File: config.mk
export PLATFORM = sky130hd
export DESIGN_NAME = double_ended_queue
export DESIGN_NICKNAME = d
export VERILOG_FILES = /design/src/rtl/deq_pkg.sv /design/src/rtl/double_ended_queue.sv /design/src/rtl/deq_in_reg.sv /design/src/rtl/deq_store.sv /design/src/rtl/deq_out_reg.sv
export SDC_FILE = /design/constraint.sdc
export NUM_CORES = 2
export LEC_CHECK = 0
export BUFFER_PORTS_ARGS = -buffer_cell sky130_fd_sc_hd__buf_4
export CELL_PAD_IN_SITES_DETAIL_PLACEMENT = 2
export CELL_PAD_IN_SITES_GLOBAL_PLACEMENT = 2
export CORE_MARGIN = 4
export CORE_UTILIZATION = 25
export DETAILED_ROUTE_END_ITERATION = 8
export PLACE_DENSITY = 0.59
export SYNTH_ARGS = -nofsm -noshare
export SYNTH_HDL_FRONTEND = slang
export SYNTH_SLANG_ARGS = --single-unit
File: constraint.sdc
create_clock -name i_clk -period 24.4 [get_ports i_clk]
set_input_delay 2.44 -clock i_clk [delete_from_list [all_inputs] [get_ports i_clk]]
set_output_delay 2.44 -clock i_clk [all_outputs]
set_load 0.005 [all_outputs]
File: src/rtl/deq_pkg.sv
// Shared types and constants for the double-ended queue.
// No dependencies; imported by every deq_* module and the top level.
package deq_pkg;

    localparam int DEPTH  = 16;
    localparam int DATA_W = 32;
    localparam int CNT_W  = $clog2(DEPTH + 1);
    localparam int IDX_W  = (DEPTH > 1) ? $clog2(DEPTH) : 1;

    // output tdata layout, lowest bit first
    localparam int REMOVED_LSB = 0;
    localparam int FRONT_LSB   = REMOVED_LSB + DATA_W;
    localparam int LAST_LSB    = FRONT_LSB + DATA_W;
    localparam int COUNT_LSB   = LAST_LSB + DATA_W;
    localparam int EMPTY_BIT   = COUNT_LSB + CNT_W;
    localparam int FULL_BIT    = EMPTY_BIT + 1;
    localparam int OUT_FIELD_W = FULL_BIT + 1;
    localparam int OUT_DATA_W  = ((OUT_FIELD_W + 7) / 8) * 8;

    typedef enum logic [1:0] {
        REQ_PUSH_BACK  = 2'd0,
        REQ_PUSH_FRONT = 2'd1,
        REQ_POP_FRONT  = 2'd2,
        REQ_POP_BACK   = 2'd3
    } t_req;

    typedef enum logic [1:0] {
        ST_DONE  = 2'd0,
        ST_FULL  = 2'd1,
        ST_EMPTY = 2'd2
    } t_status;

    typedef struct packed {
        t_req                     req;
        logic signed [DATA_W-1:0] value;
    } t_req_item;

    typedef struct packed {
        t_status                  status;
        logic signed [DATA_W-1:0] removed;
        logic signed [DATA_W-1:0] front;
        logic signed [DATA_W-1:0] last;
        logic [CNT_W-1:0]         count;
        logic                     empty;
        logic                     full;
    } t_result;

endpackage

File: src/rtl/double_ended_queue.sv
// Double-ended queue of signed 32-bit values, 16 entries deep.
// Depends on deq_pkg, deq_in_reg, deq_store and deq_out_reg.
//
// Usage notes
// - Slave stream (i_s_*): one request item per handshake. tuser carries the
//   operation (push back, push front, pop front, pop back), tdata the value
//   to push, ignored on pops.
// - Master stream (o_m_*): exactly one result item per request, in order.
//   tuser carries the status (done, refused full, refused empty), tdata the
//   removed value, front and back entries, entry count and empty/full flags.
// - Path: a taken request passes the input register, then the update logic,
//   then the result register.
// - Throughput: one request per cycle while the receiver does not stall; the
//   only feedback is the slot shift registers and occupancy counter.
// - Receiver stall: the result register holds its item; the input register
//   still takes one more request, after which o_s_tready drops.
// - Reset (i_rst_n low, synchronous): both registers empty, queue empty.
//   Slot contents are not cleared; only written slots are ever read.
module double_ended_queue
    import deq_pkg::*;
(
    input  logic                  i_clk,
    input  logic                  i_rst_n,
    // request stream
    input  logic                  i_s_tvalid,
    output logic                  o_s_tready,
    input  logic [DATA_W-1:0]     i_s_tdata,   // [31:0] push_value
    input  logic [1:0]            i_s_tuser,   // [1:0] req_type
    // result stream
    output logic                  o_m_tvalid,
    input  logic                  i_m_tready,
    // [31:0] removed_value, [63:32] front_value, [95:64] last_value,
    // [100:96] entry_count, [101] is_empty, [102] is_full, rest zero
    output logic [OUT_DATA_W-1:0] o_m_tdata,
    output logic [1:0]            o_m_tuser    // [1:0] status
);

    t_req_item s_item;
    t_req_item req_item;
    t_result   upd_result;
    t_result   out_result;
    logic      req_valid;
    logic      out_free;
    logic      advance;

    assign s_item.req   = t_req'(i_s_tuser);
    assign s_item.value = i_s_tdata;

    // a held request is processed once the result register has room
    assign advance = req_valid && out_free;

    deq_in_reg u_in_reg (
        .i_clk     (i_clk),
        .i_rst_n   (i_rst_n),
        .i_valid   (i_s_tvalid),
        .i_item    (s_item),
        .i_advance (advance),
        .o_ready   (o_s_tready),
        .o_valid   (req_valid),
        .o_item    (req_item)
    );

    deq_store u_store (
        .i_clk     (i_clk),
        .i_rst_n   (i_rst_n),
        .i_advance (advance),
        .i_item    (req_item),
        .o_result  (upd_result)
    );

    deq_out_reg u_out_reg (
        .i_clk    (i_clk),
        .i_rst_n  (i_rst_n),
        .i_load   (advance),
        .i_result (upd_result),
        .i_ready  (i_m_tready),
        .o_free   (out_free),
        .o_valid  (o_m_tvalid),
        .o_result (out_result)
    );

    logic [OUT_FIELD_W-1:0] out_fields;

    assign out_fields = {out_result.full, out_result.empty, out_result.count,
                         out_result.last, out_result.front, out_result.removed};
    assign o_m_tdata  = OUT_DATA_W'(out_fields);
    assign o_m_tuser  = out_result.status;

endmodule

File: src/rtl/deq_in_reg.sv
// Input register of the double-ended queue: holds one request item.
// Depends on deq_pkg.
module deq_in_reg
    import deq_pkg::*;
(
    input  logic      i_clk,
    input  logic      i_rst_n,
    input  logic      i_valid,
    input  t_req_item i_item,
    input  logic      i_advance,
    output logic      o_ready,
    output logic      o_valid,
    output t_req_item o_item
);

    logic      r_valid;
    t_req_item r_item;

    assign o_ready = !r_valid || i_advance;
    assign o_valid = r_valid;
    assign o_item  = r_item;

    always_ff @(posedge i_clk) begin
        if (!i_rst_n) begin
            r_valid <= 1'b0;
        end else if (o_ready) begin
            r_valid <= i_valid;
        end
    end

    always_ff @(posedge i_clk) begin
        if (o_ready && i_valid) begin
            r_item <= i_item;
        end
    end

endmodule

File: src/rtl/deq_store.sv
// Entry store of the double-ended queue: shift-register slots, occupancy,
// cached back entry and the per-request update logic. Depends on deq_pkg.
module deq_store
    import deq_pkg::*;
(
    input  logic      i_clk,
    input  logic      i_rst_n,
    input  logic      i_advance,
    input  t_req_item i_item,
    output t_result   o_result
);

    // slot 0 is the front, slot occupancy-1 the back
    logic signed [DATA_W-1:0] r_slots [DEPTH];
    logic signed [DATA_W-1:0] n_slots [DEPTH];
    logic signed [DATA_W-1:0] r_last;
    logic signed [DATA_W-1:0] n_last;
    logic [CNT_W-1:0]         r_occ;
    logic [CNT_W-1:0]         n_occ;
    logic [IDX_W-1:0]         rd_idx;
    logic                     is_full;
    logic                     is_empty;
    t_status                  status;
    logic signed [DATA_W-1:0] removed;

    assign is_full  = (r_occ == CNT_W'(DEPTH));
    assign is_empty = (r_occ == '0);
    // entry just below the back, needed only when popping the back
    assign rd_idx   = IDX_W'(r_occ - CNT_W'(2));

    always_comb begin
        n_slots = r_slots;
        n_occ   = r_occ;
        n_last  = r_last;
        status  = ST_DONE;
        removed = '0;
        unique case (i_item.req) inside
            REQ_PUSH_BACK, REQ_PUSH_FRONT: begin
                if (is_full) begin
                    status = ST_FULL;
                end else begin
                    n_occ = r_occ + CNT_W'(1);
                    if (i_item.req == REQ_PUSH_BACK) begin
                        n_slots[IDX_W'(r_occ)] = i_item.value;
                        n_last                 = i_item.value;
                    end else begin
                        for (int i = 1; i < DEPTH; i++) begin
                            n_slots[i] = r_slots[i-1];
                        end
                        n_slots[0] = i_item.value;
                        n_last     = is_empty ? i_item.value : r_last;
                    end
                end
            end
            REQ_POP_FRONT: begin
                if (is_empty) begin
                    status = ST_EMPTY;
                end else begin
                    removed = r_slots[0];
                    for (int i = 0; i < DEPTH - 1; i++) begin
                        n_slots[i] = r_slots[i+1];
                    end
                    n_occ = r_occ - CNT_W'(1);
                end
            end
            REQ_POP_BACK: begin
                if (is_empty) begin
                    status = ST_EMPTY;
                end else begin
                    removed = r_last;
                    n_last  = r_slots[rd_idx];
                    n_occ   = r_occ - CNT_W'(1);
                end
            end
            default: begin
                status = ST_DONE;
            end
        endcase
    end

    always_comb begin
        o_result.status  = status;
        o_result.removed = removed;
        o_result.front   = (n_occ == '0) ? '0 : n_slots[0];
        o_result.last    = (n_occ == '0) ? '0 : n_last;
        o_result.count   = n_occ;
        o_result.empty   = (n_occ == '0);
        o_result.full    = (n_occ == CNT_W'(DEPTH));
    end

    always_ff @(posedge i_clk) begin
        if (!i_rst_n) begin
            r_occ <= '0;
        end else if (i_advance) begin
            r_occ <= n_occ;
        end
    end

    always_ff @(posedge i_clk) begin
        if (i_advance) begin
            r_slots <= n_slots;
            r_last  <= n_last;
        end
    end

endmodule

File: src/rtl/deq_out_reg.sv
// Result register of the double-ended queue: holds one result item
// until the receiver takes it. Depends on deq_pkg.
module deq_out_reg
    import deq_pkg::*;
(
    input  logic    i_clk,
    input  logic    i_rst_n,
    input  logic    i_load,
    input  t_result i_result,
    input  logic    i_ready,
    output logic    o_free,
    output logic    o_valid,
    output t_result o_result
);

    logic    r_valid;
    t_result r_result;

    assign o_free   = !r_valid || i_ready;
    assign o_valid  = r_valid;
    assign o_result = r_result;

    always_ff @(posedge i_clk) begin
        if (!i_rst_n) begin
            r_valid <= 1'b0;
        end else if (i_load) begin
            r_valid <= 1'b1;
        end else if (i_ready) begin
            r_valid <= 1'b0;
        end
    end

    always_ff @(posedge i_clk) begin
        if (i_load) begin
            r_result <= i_result;
        end
    end

endmodule

==> flow_metrics.tcl <==
set metrics [dict create \
    status "complete, no violations" \
    vias_per_cell 5.78 \
    antenna_found_initial 8 \
    die_area_um2 175000 \
    clock_path_buffers 3 \
    setup_tns_ps 0 \
    io-pin-count 146 \
    die_width_um 419 \
    crit_path_max_incr_delay_ps 850 \
    cts_hold_buf 0 \
    final_cell_area_um2 47500 \
    clock-sinks 690 \
    synth_cells 4641 \
    postCtsResizedCells 0 \
    yosys.area_share.simple 0.149 \
    ys_ff_latch 690 \
    critical_path_class "reg2reg" \
    whs_path_depth 1 \
    ys_warn_count 0 \
    worstPathMaxFanout 61 \
    worstSetupEndpointType "register" \
    wl_per_cell_um 30.2 \
    numCtsBuffers 86 \
    finalSetupViolCount 0 \
    cts_root_buf "clkbuf_16" \
    synth-xor-area-share 0.00104 \
    drt-met1-wl_um 92700 \
    gp_congestion 0.760 \
    tritoncts "done" \
    synth_compound_area_frac 0.220 \
    placed_area_um2 44900 \
    cellLeakagePower_nw 16.1 \
    ys_seq_area_frac 0.490 \
    diodes 0 \
    drt-pass1-iter-count 5 \
    ir_drop_v 0.0000491 \
    vias 38900 \
    post_cts_buffers 0 \
    start_util 0.252 \
    rsz0062_at_grt "false" \
    routed_wl_um 203000 \
    drcViolationCount 0 \
    fin_nets 4498 \
    grt_max_degree 177 \
    htree_levels 3 \
    worstMarginPinSlew_ps 1120 \
    io_buffers 144 \
    ant_nets 0 \
    overflow 0 \
    synth_fp_nets 4686 \
    layout.cells.most_common_list "999 x nand2_1, 937 x a21oi_1, 683 x edfxtp_1" \
    slew_headroom 0.252 \
    hpwl_um 111000 \
    fin_worst_skew_ps 37.0 \
    grt_pass1_wl_um 296000 \
    period_needed_ps 5750 \
    start_kind "register" \
    cpMaxStageDelayCell "buf_4" \
    post-route-period-util 0.236 \
    powerDensity_nw_per_um2 70.1 \
    synth_flop_cell "edfxtp_1" \
    wl_met2_um 94200 \
    met3WireLength_um 10700 \
    r2r_cells 8 \
    path_common_cell "buf_4" \
    critical_path_required_ps 24690 \
    die_y_um 419 \
    rows 150 \
    synthesis.area_um2 42200 \
    hp-class "reg2reg" \
    clk_latency_ps 700 \
    synth_edf_count 683 \
    track_usage 0.225 \
    synth.distinct_cells 56 \
    synth_mux_area_frac 0.0864 \
    syn_to_final_growth_pct 12.6 \
    maxUsedRoutingLayer "met4" \
    synth_top_family_by_area "compound AO/OA/AOI/OAI gates" \
    path_cells "inv_1 > ha_1 > nand4bb_1 > nand2_4 > a21oi_1 > and2_4 > buf_4 > buf_4" \
    design.core.area_um2 167000 \
    final_common_cell "nand2_1" \
    clk_pin_slew_ps 70 \
    grt_pass1_vias 40500 \
    synth.avg_cell_area_um2 9.09 \
    drive_above_1_share 0.123 \
    cap_violations 0 \
    async_flop_share 0 \
    arrival_ps 6050 \
    hold_viol 0 \
    slew_viol_final 0 \
    max_freq_mhz 174 \
    synth-adder-area-share 0.00208 \
    initialDrtViolationCount 3515 \
]
[flip-flops by register name, summed over array words and instances (netlist names), named ones only]
name	cells
u_out_reg.o_result	105
u_store.r_occ	5
u_in_reg.o_item	34
u_out_reg.o_valid	1
u_store.r_slots	480
u_in_reg.o_valid	1
u_store.r_last	32
[cell usage after synthesis, types with 3 or more instances]
master | instances | area (um^2)
nand2_1 | 1002 | 3760
a21oi_1 | 940 | 4700
edfxtp_1 | 683 | 20500
nor2_1 | 494 | 1850
a31oi_1 | 478 | 2990
clkbuf_1 | 367 | 1380
mux4_2 | 128 | 2880
buf_2 | 102 | 510
mux2i_1 | 39 | 390
a22o_1 | 36 | 315
and2_1 | 35 | 219
buf_1 | 34 | 128
a221oi_1 | 32 | 280
a22oi_1 | 32 | 240
a21boi_0 | 31 | 233
a311oi_1 | 30 | 263
mux2_2 | 26 | 293
o21ai_0 | 19 | 95.1
o21ai_1 | 16 | 80.1
nand3b_1 | 10 | 75.1
and3b_1 | 9 | 78.8
buf_4 | 8 | 60.1
dfxtp_1 | 7 | 140
ha_1 | 7 | 87.6
inv_1 | 7 | 26.3
mux2_1 | 7 | 78.8
buf_6 | 6 | 67.6
nor2b_1 | 6 | 37.5
and3_1 | 4 | 25.0
nand3_1 | 4 | 20.0
nor3_1 | 3 | 15.0
nor4b_1 | 3 | 26.3
or3b_2 | 3 | 26.3
xnor2_1 | 3 | 26.3
[worst paths after layout]
path / slack, ps / start / end
worst min register to register: 550 / u_in_reg.o_valid$_SDFFE_PN0N_ / u_out_reg.o_valid$_SDFFE_PN0P_
worst min-delay path: 550 / u_in_reg.o_valid$_SDFFE_PN0N_ / u_out_reg.o_valid$_SDFFE_PN0P_
worst max register to register: 18650 / u_store.r_occ[1]$_SDFFE_PN0P_ / u_store.r_slots[118]$_DFFE_PP_
worst max-delay path: 18650 / u_store.r_occ[1]$_SDFFE_PN0P_ / u_store.r_slots[118]$_DFFE_PP_
[through the flow]
stage / std cells / utilization / setup WS, ps / total power [mW] / hold WS [ps]
global route: 6723 / 0.284 / 18330 / 3.46 / 555
CTS: 6723 / 0.284 / 18570 / 3.36 / 539
floorplan: 4641 / - / 10460 / 1.83 / 485
global placement: 6569 / 0.268 / 18030 / 2.05 / 535
detailed placement: 6569 / 0.268 / 18050 / 2.07 / 521
finish: 6723 / 0.284 / 18650 / 3.33 / 547
[worst max-delay path, delay by kind of cell, from the launching register on]
family          cells  cell delay [ps]
simple gates        3             1610
compound gates      1              430
flops               1              770
buf+inv             3             1950
fa+ha+maj           1              470
[layer usage]
layer	GRT usage	vias to the layer above
met1	0.313	20800
met5	0	-
li1	-	16700
met4	0.0643	0
met2	0.366	1137
met3	0.0293	254
[cell families after synthesis]
kind of cell / Yosys count
and+or+nand+nor: 1587
adders and majority gates: 7
muxes: 200
buffers and inverters: 526
other: 1
xor gates and xnor gates: 5
DFF: 690
AOI/OAI and AO/OA: 1625
[power breakdown]
group	total [mW]	switching, mW	internal (mW)
logic	0.582	0.397	0.186
clock network	1.28	0.562	0.721
registers	1.46	0.0754	1.39
[cell type report]
cell class                      instances  area (um^2)
Fill cell                           18700       120000
Sequential cell                       690        20700
Multi-Input combinational cell       3425        19600
Tap cell                             2204         2760
Clock buffer                          109         2290
Timing Repair Buffer                  241         1850
Clock inverter                         45          348
Inverter                                9         48.8
Power figures use the tool's default switching activity.
